`src/hdl/prefix_suffix_neighbour_lookup_macros.svh`:
```
// Assertion macros for the prefix/suffix neighbor lookup block
`ifndef PREFIX_SUFFIX_NEIGHBOUR_LOOKUP_MACROS_SVH
`define PREFIX_SUFFIX_NEIGHBOUR_LOOKUP_MACROS_SVH

// same-cycle implication, checked out of reset
`define PSNL_ASSERT_IMP(lbl, ante, cons) \
  lbl: assert property (@(posedge clk_i) disable iff (!rst_ni) (ante) |-> (cons)) \
    else $error("psnl: implication check failed");

// next-cycle implication, checked out of reset
`define PSNL_ASSERT_NXT(lbl, ante, cons) \
  lbl: assert property (@(posedge clk_i) disable iff (!rst_ni) (ante) |=> (cons)) \
    else $error("psnl: next-cycle check failed");

`endif

```
`src/hdl/psnl_pkg.sv`:
```
// Shared types and constants for the prefix/suffix neighbor lookup block
package psnl_pkg;

  localparam int REQ_W   = 2;
  localparam int KEY_W   = 12;
  localparam int FIRST_W = 12;
  localparam int CNT_W   = 13;
  localparam int SIDX_W  = 12;
  localparam int STAT_W  = 2;

  localparam int DEF_PREFIX_COUNT = 4096;
  localparam int DEF_SUFFIX_DEPTH = 4096;
  localparam int DEF_SUFFIX_WIDTH = 32;
  localparam int DEF_CLASS_WIDTH  = 16;

  typedef enum logic [REQ_W-1:0] {
    REQ_PREFIX = 2'd0,
    REQ_SUFFIX = 2'd1,
    REQ_LOOKUP = 2'd2
  } req_e;

  typedef enum logic [STAT_W-1:0] {
    ST_EXACT   = 2'd0,
    ST_INEXACT = 2'd1,
    ST_OOB     = 2'd2
  } status_e;

  typedef enum logic [1:0] {
    MODE_OOB    = 2'd0,
    MODE_EMPTY  = 2'd1,
    MODE_SEARCH = 2'd2
  } mode_e;

  typedef enum logic [1:0] {
    B_KEEP  = 2'd0,
    B_ZERO  = 2'd1,
    B_FIRST = 2'd2,
    B_LAST  = 2'd3
  } base_e;

  typedef enum logic [2:0] {
    LH_KEEP     = 3'd0,
    LH_ZERO     = 3'd1,
    LH_ZERO_ONE = 3'd2,
    LH_LAST     = 3'd3,
    LH_FULL     = 3'd4
  } lohi_e;

  typedef enum logic [2:0] {
    OFF_ZERO = 3'd0,
    OFF_LAST = 3'd1,
    OFF_MID  = 3'd2,
    OFF_LO   = 3'd3,
    OFF_HI   = 3'd4
  } off_e;

  typedef struct packed {
    logic [FIRST_W-1:0] first;
    logic [CNT_W-1:0]   count;
    logic               edge_flag;
  } pt_ent_t;

  typedef struct packed {
    logic   pt_wr;
    logic   st_wr;
    logic   clr_wr;
    logic   pt_rd_key;
    logic   pt_rd_tmp;
    logic   tmp_load_key;
    logic   tmp_inc;
    logic   tmp_dec;
    logic   lat_req;
    logic   set_mode;
    mode_e  mode;
    logic   n_load;
    base_e  base;
    lohi_e  lohi;
    logic   lo_mid;
    logic   hi_mid;
    logic   lp_load;
    logic   up_load;
    logic   st_rd;
    off_e   off;
    logic   lat_lower;
    logic   lat_upper;
    logic   out_load;
  } dp_cmd_t;

  typedef struct packed {
    logic clr_done;
    logic ent_edge;
    logic ent_first_zero;
    logic ent_count_zero;
    logic tmp_min;
    logic tmp_max;
    logic s_lt;
    logic s_gt;
    logic s_eq;
    logic span_gt1;
    logic out_busy;
  } dp_sts_t;

endpackage

```
`src/hdl/psnl_ctrl.sv`:
```
// Controller state machine: clear sweep, writes, prefix walks and binary search
module psnl_ctrl (
  input  logic                          clk_i,
  input  logic                          rst_ni,
  input  logic                          in_valid_i,
  output logic                          in_ready_o,
  input  logic [psnl_pkg::REQ_W-1:0]    req_type_i,
  input  psnl_pkg::dp_sts_t             sts_i,
  output psnl_pkg::dp_cmd_t             cmd_o
);
  import psnl_pkg::*;

  typedef enum logic [15:0] {
    S_IDLE  = 16'h0001,
    S_CLEAR = 16'h0002,
    S_K_RD  = 16'h0004,
    S_K_CHK = 16'h0008,
    S_W_RD  = 16'h0010,
    S_W_CHK = 16'h0020,
    S_RD0   = 16'h0040,
    S_CK0   = 16'h0080,
    S_RDN   = 16'h0100,
    S_CKN   = 16'h0200,
    S_L_CK  = 16'h0400,
    S_L_CMP = 16'h0800,
    S_F_RLO = 16'h1000,
    S_F_RHI = 16'h2000,
    S_F_HI  = 16'h4000,
    S_OUT   = 16'h8000
  } state_e;

  typedef enum logic [1:0] {
    WK_EDGE_UP  = 2'd0,
    WK_EDGE_DN  = 2'd1,
    WK_EMPTY_DN = 2'd2,
    WK_EMPTY_UP = 2'd3
  } walk_e;

  state_e state_q, state_d;
  walk_e  walk_q, walk_d;
  logic   walk_down, walk_cond, walk_bound;

  always_ff @(posedge clk_i or negedge rst_ni) begin
    if (!rst_ni) begin
      state_q <= S_CLEAR;
      walk_q  <= WK_EDGE_UP;
    end else begin
      state_q <= state_d;
      walk_q  <= walk_d;
    end
  end

  assign walk_down  = (walk_q == WK_EDGE_DN) || (walk_q == WK_EMPTY_DN);
  assign walk_cond  = ((walk_q == WK_EDGE_UP) || (walk_q == WK_EDGE_DN)) ?
                      sts_i.ent_edge : sts_i.ent_count_zero;
  assign walk_bound = walk_down ? sts_i.tmp_min : sts_i.tmp_max;

  always_comb begin
    state_d    = state_q;
    walk_d     = walk_q;
    in_ready_o = 1'b0;
    cmd_o      = '0;
    cmd_o.mode = MODE_OOB;
    cmd_o.base = B_KEEP;
    cmd_o.lohi = LH_KEEP;
    cmd_o.off  = OFF_ZERO;
    case (state_q)
      S_CLEAR: begin
        cmd_o.clr_wr = ~sts_i.clr_done;
        if (sts_i.clr_done) state_d = S_IDLE;
      end
      S_IDLE: begin
        in_ready_o = 1'b1;
        if (in_valid_i) begin
          case (req_type_i)
            REQ_PREFIX: cmd_o.pt_wr = 1'b1;
            REQ_SUFFIX: cmd_o.st_wr = 1'b1;
            REQ_LOOKUP: begin
              cmd_o.lat_req = 1'b1;
              state_d       = S_K_RD;
            end
            default: ;
          endcase
        end
      end
      S_K_RD: begin
        cmd_o.pt_rd_key    = 1'b1;
        cmd_o.tmp_load_key = 1'b1;
        state_d            = S_K_CHK;
      end
      S_K_CHK: begin
        cmd_o.set_mode = 1'b1;
        cmd_o.n_load   = 1'b1;
        cmd_o.base     = B_FIRST;
        cmd_o.lohi     = LH_ZERO_ONE;
        if (sts_i.ent_edge) begin
          cmd_o.mode = MODE_OOB;
          walk_d     = sts_i.ent_first_zero ? WK_EDGE_UP : WK_EDGE_DN;
          state_d    = S_W_CHK;
        end else if (sts_i.ent_count_zero) begin
          cmd_o.mode = MODE_EMPTY;
          walk_d     = WK_EMPTY_DN;
          state_d    = S_W_CHK;
        end else begin
          cmd_o.mode    = MODE_SEARCH;
          cmd_o.lp_load = 1'b1;
          cmd_o.up_load = 1'b1;
          state_d       = S_RD0;
        end
      end
      S_W_RD: begin
        cmd_o.pt_rd_tmp = 1'b1;
        state_d         = S_W_CHK;
      end
      S_W_CHK: begin
        if (walk_cond && !walk_bound) begin
          cmd_o.tmp_dec = walk_down;
          cmd_o.tmp_inc = ~walk_down;
          state_d       = S_W_RD;
        end else begin
          case (walk_q)
            WK_EDGE_UP: begin
              cmd_o.lp_load = 1'b1;
              cmd_o.up_load = 1'b1;
              cmd_o.base    = B_ZERO;
              cmd_o.lohi    = LH_ZERO;
              state_d       = S_F_RLO;
            end
            WK_EDGE_DN: begin
              cmd_o.lp_load = 1'b1;
              cmd_o.up_load = 1'b1;
              cmd_o.base    = B_LAST;
              cmd_o.lohi    = LH_ZERO;
              state_d       = S_F_RLO;
            end
            WK_EMPTY_DN: begin
              cmd_o.lp_load      = 1'b1;
              cmd_o.tmp_load_key = 1'b1;
              walk_d             = WK_EMPTY_UP;
              state_d            = S_W_RD;
            end
            default: begin
              cmd_o.up_load = 1'b1;
              state_d       = S_F_RLO;
            end
          endcase
        end
      end
      S_RD0: begin
        cmd_o.st_rd = 1'b1;
        cmd_o.off   = OFF_ZERO;
        state_d     = S_CK0;
      end
      S_CK0: begin
        if (sts_i.s_lt) begin
          cmd_o.lohi = LH_ZERO;
          state_d    = S_F_RLO;
        end else begin
          state_d = S_RDN;
        end
      end
      S_RDN: begin
        cmd_o.st_rd = 1'b1;
        cmd_o.off   = OFF_LAST;
        state_d     = S_CKN;
      end
      S_CKN: begin
        if (sts_i.s_gt) begin
          cmd_o.lohi = LH_LAST;
          state_d    = S_F_RLO;
        end else begin
          cmd_o.lohi = LH_FULL;
          state_d    = S_L_CK;
        end
      end
      S_L_CK: begin
        if (sts_i.span_gt1) begin
          cmd_o.st_rd = 1'b1;
          cmd_o.off   = OFF_MID;
          state_d     = S_L_CMP;
        end else begin
          state_d = S_F_RLO;
        end
      end
      S_L_CMP: begin
        if (sts_i.s_eq) begin
          cmd_o.lo_mid = 1'b1;
          state_d      = S_F_RLO;
        end else if (sts_i.s_gt) begin
          cmd_o.lo_mid = 1'b1;
          state_d      = S_L_CK;
        end else begin
          cmd_o.hi_mid = 1'b1;
          state_d      = S_L_CK;
        end
      end
      S_F_RLO: begin
        cmd_o.st_rd = 1'b1;
        cmd_o.off   = OFF_LO;
        state_d     = S_F_RHI;
      end
      S_F_RHI: begin
        cmd_o.lat_lower = 1'b1;
        cmd_o.st_rd     = 1'b1;
        cmd_o.off       = OFF_HI;
        state_d         = S_F_HI;
      end
      S_F_HI: begin
        cmd_o.lat_upper = 1'b1;
        state_d         = S_OUT;
      end
      S_OUT: begin
        if (!sts_i.out_busy) begin
          cmd_o.out_load = 1'b1;
          state_d        = S_IDLE;
        end
      end
      default: state_d = S_IDLE;
    endcase
  end

endmodule

```
`config.mk`:
```
export PLATFORM = sky130hd
export DESIGN_NAME = psnl_ctrl
export DESIGN_NICKNAME = d
export VERILOG_FILES = /design/src/hdl/prefix_suffix_neighbour_lookup_macros.svh /design/src/hdl/psnl_pkg.sv /design/src/hdl/psnl_ctrl.sv
export SDC_FILE = /design/constraint.sdc
export NUM_CORES = 1
export LEC_CHECK = 0
export BUFFER_PORTS_ARGS = -buffer_cell sky130_fd_sc_hd__buf_4
export CAP_MARGIN = 20
export CORE_UTILIZATION = 54
export CTS_CLUSTER_DIAMETER = 100
export CTS_CLUSTER_SIZE = 30
export DETAILED_ROUTE_END_ITERATION = 16
export PLACE_DENSITY = 0.86
export SYNTH_ARGS = -nofsm -noshare
export SYNTH_HDL_FRONTEND = slang
export SYNTH_SLANG_ARGS = --single-unit
```
`constraint.sdc`:
```
create_clock -name clk_i -period 4.4 [get_ports clk_i]
set_input_delay 0.66 -clock clk_i [delete_from_list [all_inputs] [get_ports clk_i]]
set_output_delay 0.66 -clock clk_i [all_outputs]
set_load 0.005 [all_outputs]
```
== Word level (Yosys, flattened, before mapping) ==
Index checks and enable logic that the tools add are counted.

* Word-level logic and storage cells: 104
* Bits in registers: 18
* Output and inout port bits: 30

* Muxes and demuxes: 63
* Bitwise logic cells: 2
* Eq/ne operators: 27
* Reductions and logical operators: 10

{| class="wikitable"
|+ Operators with widths
! operator !! number
|-
| $pmux 16 s16 || 1
|-
| $mux 16 || 5
|-
| $mux 13 || 6
|-
| $mux 2 || 14
|-
| $mux 1 || 25
|-
| $pmux 4 s5 || 1
|-
| $eq 16x1->1 const B || 1
|-
| $eq 16x10->1 const B || 1
|-
| $eq 16x11->1 const B || 1
|-
| $eq 16x12->1 const B || 1
|-
| $eq 16x13->1 const B || 1
|-
| $eq 16x14->1 const B || 1
|-
| $eq 16x15->1 const B || 1
|-
| $eq 16x16->1 const B || 1
|-
| $eq 16x2->1 const B || 1
|-
| $eq 16x3->1 const B || 1
|-
| $eq 16x4->1 const B || 1
|-
| $eq 16x5->1 const B || 1
|-
| $eq 16x6->1 const B || 1
|-
| $eq 16x7->1 const B || 1
|-
| $eq 16x8->1 const B || 1
|-
| $eq 16x9->1 const B || 1
|-
| $pmux 2 s2 || 3
|-
| $pmux 3 s4 || 1
|-
| 19 further kinds || 30
|}

== Longest topological paths before layout ==
Gate-level depths: netlist (run 1).

* Depth after elaboration: 7
* Gate-level depth with buffers: 7
* Mapped depth without buffers: 7

== Worst setup path before layout (run 1) ==
OpenSTA, ideal clock, no wires.

* Kind: flip-flop to output port
* Start: register state_q[2]
* End: output cmd_o[9] (netlist bit)
* Stages on the path, launching flop included: 5
* Path buffers: 0
* Path slack: 1998 ps
* Arrival time: 1742 ps
* Cells stage by stage: dfrtp_1 nor4_4 nand4b_4 or4b_1 nor3_2

{| class="wikitable"
|+ RTL lines
! item !! RTL line !! source
|-
| start: declaration || psnl_ctrl.sv:39 || <nowiki>state_e state_q, state_d;</nowiki>
|-
| start signal: assignment || psnl_ctrl.sv:48 || <nowiki>state_q <= state_d;</nowiki>
|-
| end: declaration || psnl_ctrl.sv:9 || <nowiki>output psnl_pkg::dp_cmd_t cmd_o</nowiki>
|}

==> metrics.cfg, run 1 <==
[global_routing]
grt_pass1_vias = 1265
grt_usage = 0.269
antenna_found_initial = 0
grt_pass1_wl_um = 5470
overflow = 0
grt_max_degree = 19

[timing]
fmax_mhz = 328
drv_slew = 0
finalHoldViolCount = 0
slew_headroom = 0.652
finalCritPeriodShare = 0.693
setup-violations-final = 0
min_period_ns = 3.05
rsz0062_at_grt = no
totalNegativeSetupSlack_ns = 0
worst_pin_slew_ns = 0.519
finalClockSkew_ns = 0.00853

[floorplan]
initial_core_util = 0.567
fp.coreArea_um2 = 2480
dieWidth_um = 53.0
die_y_um = 53.0
rows = 18
die-area_um2 = 2810
io_pins = 46

[drt]
vias_per_cell = 6.00
drt_iter0_markers = 41
wl_um = 3380
drc = 0
vias = 1386
dr.pass1.iters = 4
avgRoutedWirePerCell_um = 14.6
ant_nets = 0

[yosys]
synth-xor-area-share = 0.0249
syn_inst = 158
syn-cell-area_um2 = 1410
ys_seq_area_frac = 0.321
synth-adder-area-share = 0.0356
synth_simple_gate_area_share = 0.418
yosys_warnings = 0
synth_nets = 178
ys_ff_latch = 18
synth_edf_count = 0
synth_top_family_by_area = simple AND/OR/NAND/NOR gates
yosys_most_used_dff = dfrtp_1
muxShareOfSynthArea = 0.0151
yosysUniqueCellTypes = 54
async_flop_share = 1.00
avgSynthCellArea_um2 = 8.89
synth_compound_area_frac = 0.136

[final_layout]
area_growth_pct = 26.5
layout_common_cells = 45 x buf_4, 20 x nor2_1, 17 x dfrtp_1
drive_gt1_frac = 0.333
final_common_cell = buf_4
layout.nets = 222
antenna_cells = 0

[power]
powerDensity_nw_per_um2 = 302
p_int_uw = 329
pwr-share-seq = 0.384
vdd_drop_max_uv = 275
power_uw = 537
p_sw_frac = 0.387
clkPwrFrac = 0.196
p_sw_uw = 208
leakage_nw = 0.888
comb_power_share = 0.420

[setup_path]
end_kind = output pin
critical_path_class = reg -> out
cp.arrival_ns = 2.39
start_kind = flop
crit_cells = 5
crit_required_ns = 3.74
worstPathCellList = nor4_4 -> nand3_1 -> or3_1 -> nor4b_2 -> buf_4
cpPeakStageDelay_ns = 0.55
worstPathMaxFanout = 8
slowest_stage = nor4_4
worstRegToRegCells = 6
cp_num_buf_inv = 1
cp_top_family = simple AND/OR/NAND/NOR gates

[run_status]
status = complete, no violations

[cts]
clk_path_buf_depth = 2
cts_resized = 0
post_cts_buffers = 0
cts.sinks = 18
cts_tree = yes
cts_made_buffers = 3
clk_latency_ns = 0.30
cts.htree.levels = 1
clk_pin_slew_worst_paths_ns = 0.11
holdBufCountCts = 0
cts_root_buf = clkbuf_4

[place]
gp_congestion = 0.903
dp_hpwl_um = 2650
port_buffers = 45

[hold_path]
hold_path.class = in -> async

[job]
cap_violations = 0

cell type report:
class,instances,area [µm²]
Tap cell,30,37.5
Sequential cell,18,452
Clock buffer,4,36.3
Fill cell,192,699
Timing Repair Buffer,45,338
Inverter,8,30.0
Multi-Input combinational cell,126,885
cell usage after synthesis (all sizes together), types with 4 or more instances:
cell	number	area, µm²
nand3	4	20.0
a21oi	5	25.0
nand2	12	45.0
buf	6	38.8
dfrtp	17	425
nor2	20	75.1
and3	4	26.3
inv	8	30.0
xor2	4	35.0
ha	4	50.1
nand2b	4	25.0
nor4	8	101
nor3	7	40.0
o21ai	9	45.0
final timing paths:
| check | from | end | slack (ns) |
|---|---|---|---|
| worst min-delay path | rst_ni | state_q[10] | 0.20 |
| worst min register to register | state_q[1] | state_q[1] | 0.56 |
| max in group asynchronous | rst_ni | state_q[1] | 3.93 |
| min in group clk_i | sts_i[4] | state_q[8] | 0.50 |
| worst max register to register | state_q[9] | walk_q[0] | 2.34 |
| worst max-delay path | state_q[2] | cmd_o[0] | 1.35 |
flip-flops by register name (all words and copies together) (netlist names):
| name | count |
|---|---|
| state_q | 16 |
| walk_q | 2 |
logic make-up (layout without fill, tap and decap cells):
kind of cell    after synthesis  after routing
buf+inv                      14             57
compound gates               29             29
fa+ha+maj                     4              4
simple gates                 87             87
xor+xnor                      4              4
mux                           2              2
flops                        18             18
power by group through the flow:
stage	registers [mW]	clock network (mW)	logic (mW)
2_1_floorplan	0.200	0	0.158
3_3_place_gp	0.206	0	0.214
3_5_place_dp	0.208	0	0.224
4_1_cts	0.205	0.107	0.225
5_1_grt	0.206	0.114	0.250
6_report	0.206	0.105	0.226
layer usage:
metal  vias to the layer above  GRT usage  wire (µm)
met5                         -          0          0
met4                         0      0.118         53
met3                         7     0.0575        191
met2                        45      0.485       1710
met1                       662      0.297       1430
li1                        672          -          -
per-stage QoR:
stage	util	setup WS (ns)	cells	instance area, µm²	hold slack [ns]
final	0.718	1.35	231	1780	0.201
after global routing	0.718	1.12	231	1780	0.206
after CTS	0.718	1.35	231	1780	0.210
after detailed placement	0.703	1.69	227	1740	0.544
after global placement	0.703	1.75	227	1740	0.544
after floorplan	-	2.00	158	1410	0.364
No activity file was read; power rests on OpenSTA's default activity.
==> run 2: changes to the inputs <==
--- a/config.mk
+++ b/config.mk
@@ -7,11 +7,11 @@
 export LEC_CHECK = 0
 export BUFFER_PORTS_ARGS = -buffer_cell sky130_fd_sc_hd__buf_4
 export CAP_MARGIN = 20
-export CORE_UTILIZATION = 54
+export CORE_UTILIZATION = 50
 export CTS_CLUSTER_DIAMETER = 100
 export CTS_CLUSTER_SIZE = 30
 export DETAILED_ROUTE_END_ITERATION = 16
-export PLACE_DENSITY = 0.86
+export PLACE_DENSITY = 0.81
 export SYNTH_ARGS = -nofsm -noshare
 export SYNTH_HDL_FRONTEND = slang
 export SYNTH_SLANG_ARGS = --single-unit
==> constraint.sdc (replaced) <==
create_clock -name clk_i -period 2.85 [get_ports clk_i]
set_input_delay 0.4275 -clock clk_i [delete_from_list [all_inputs] [get_ports clk_i]]
set_output_delay 0.4275 -clock clk_i [all_outputs]
set_load 0.005 [all_outputs]
==> metrics.cfg, run 2 (synthesis gave the netlist of run 1 again) <==
[floorplan]
fp.coreArea_um2 = 2570  ; +3.6%
io_pins = 46  ; unchanged
die-area_um2 = 3030  ; +7.7%
dieWidth_um = 55.0  ; +3.8%
die_y_um = 55.0  ; +3.8%
initial_core_util = 0.547  ; -0.0199
rows = 18  ; unchanged

[final_layout]
drive_gt1_frac = 0.350  ; +0.0162
final_common_cell = buf_4
reg.largest.list = state_q: 16 flops, walk_q: 2 flops
area_growth_pct = 30.4
antenna_cells = 0  ; unchanged
layout_common_cells = 49 x buf_4, 20 x nor2_1, 16 x dfrtp_1
largest_reg_flops = 16  ; unchanged
design_area_um2 = 1830  ; +3.0%
top_register = state_q
layout.nets = 227  ; +2.3%

[cts]
cts_root_buf = clkbuf_4
cts_made_buffers = 3  ; unchanged
cts_tree = yes
cts.sinks = 18  ; unchanged
clk_latency_ns = 0.31  ; about the same
clk_pin_slew_worst_paths_ns = 0.11  ; about the same
cts.htree.levels = 1  ; unchanged
clk_path_buf_depth = 2  ; unchanged

[setup_path]
r2r_start = state_q[1]
worstPathMaxFanout = 8  ; unchanged
cp.arrival_ns = 2.28  ; -0.11 ns
critical_path_class = reg -> out
end_kind = output pin
r2r_end = state_q[0]
start_kind = flop
worstRegToRegCells = 7  ; +1
r2r_slack_ns = 0.84  ; -1.50 ns
crit_required_ns = 2.42  ; -1.32 ns

[power]
power_uw = 847  ; +58%
vdd_drop_max_uv = 398  ; +45%
leakage_nw = 0.917  ; +3.3%
powerDensity_nw_per_um2 = 463  ; +53%

[timing]
worst_pin_slew_ns = 0.462  ; -0.0563 ns
drv_slew = 0  ; unchanged
fmax_mhz = 369
setup-violations-final = 0  ; unchanged
totalNegativeSetupSlack_ns = 0  ; unchanged
rsz0062_at_grt = no
slew_headroom = 0.689  ; +0.0373
finalCritPeriodShare = 0.951
finalHoldViolCount = 0  ; unchanged
finalClockSkew_ns = 0.00331  ; -0.00522 ns
min_period_ns = 2.71

[global_routing]
grt_max_degree = 19  ; unchanged
overflow = 0  ; unchanged
antenna_found_initial = 0  ; unchanged
grt_pass1_wl_um = 5180  ; -5.3%
grt_pass1_vias = 1207  ; -4.6%
grt_usage = 0.240  ; -0.0284

[hold_path]
hold_path.class = in -> reg
min_path_cells = 2
min_to = state_q[8]
min_from = sts_i[4]

[drt]
avgRoutedWirePerCell_um = 14.9  ; +1.4%
drc = 0  ; unchanged
ant_nets = 0  ; unchanged
vias = 1373  ; -0.94%
vias_per_cell = 5.82  ; -3.0%
drt_iter0_markers = 32  ; -22%
wl_um = 3510  ; +3.6%
dr.pass1.iters = 4  ; unchanged

[run_status]
status = complete, no violations

[place]
port_buffers = 45  ; unchanged
dp_hpwl_um = 2580  ; -2.8%
placed_cell_area_um2 = 1740  ; unchanged
gp_congestion = 0.905  ; +0.25%

[job]
cap_violations = 0  ; unchanged

run 2: area by class of cell:
type	instances	area (µm²)
sequential	18	453
tap	30	37.5
timing repair buffer	50	378
inverter	8	30.0
multi-input combinational	126	897
fill	196	736
clock buffer	4	36.3
run 2: power by group:
part	switching [mW]	leakage [nW]	internal (mW)
sequential	0.0398	0.241	0.276
combinational	0.195	0.655	0.171
clock	0.0876	0.0210	0.0781
total	0.322	0.917	0.525
run 2: timing repair:
| action | CTS | global route |
|---|---|---|
| gates resized for setup | 0 | 3 |
| setup endpoints to repair | 0 | 9 |
| setup buffers | 0 | 4 |
| hold buffers | 1 | 0 |
| hold endpoints to repair | 17 | 0 |
run 2: metal layers:
layer,GRT usage,up-vias,part of all wire
li1,-,681,-
met1,0.293,648,0.45
met2,0.414,38,0.49
met3,0.0437,6,0.045
met4,0.0958,0,0.012
met5,0,-,0
run 2: worst max path at each step:
stage | slack, ns | end | start | cells after the start
after floorplan | 0.68 | cmd_o[9] | state_q[2] | 4
after global placement | 0.44 | cmd_o[9] | state_q[2] | 5
after detailed placement | 0.42 | cmd_o[0] | state_q[2] | 5
after CTS | 0.07 | cmd_o[0] | state_q[2] | 5
after global routing | 0.01 | cmd_o[7] | state_q[15] | 7
final | 0.14 | cmd_o[9] | state_q[7] | 6
run 2: critical path, stage by stage (launching register included):
cell,delay [ns]
dfrtp_1,0.50
nor4_4,0.30
buf_4,0.19
nand4b_4,0.15
or4b_1,0.59
nor3_2,0.13
buf_4,0.13
run 2: per-stage QoR:
stage	utilization	worst slack (ns)	hold WS (ns)	instances
3_5_place_dp	0.678	0.418	0.308	227
2_1_floorplan	-	0.681	0.132	158
5_1_grt	0.713	0.0108	0.266	236
6_report	0.713	0.139	0.265	236
3_3_place_gp	0.678	0.444	0.310	227
4_1_cts	0.696	0.0723	0.276	232
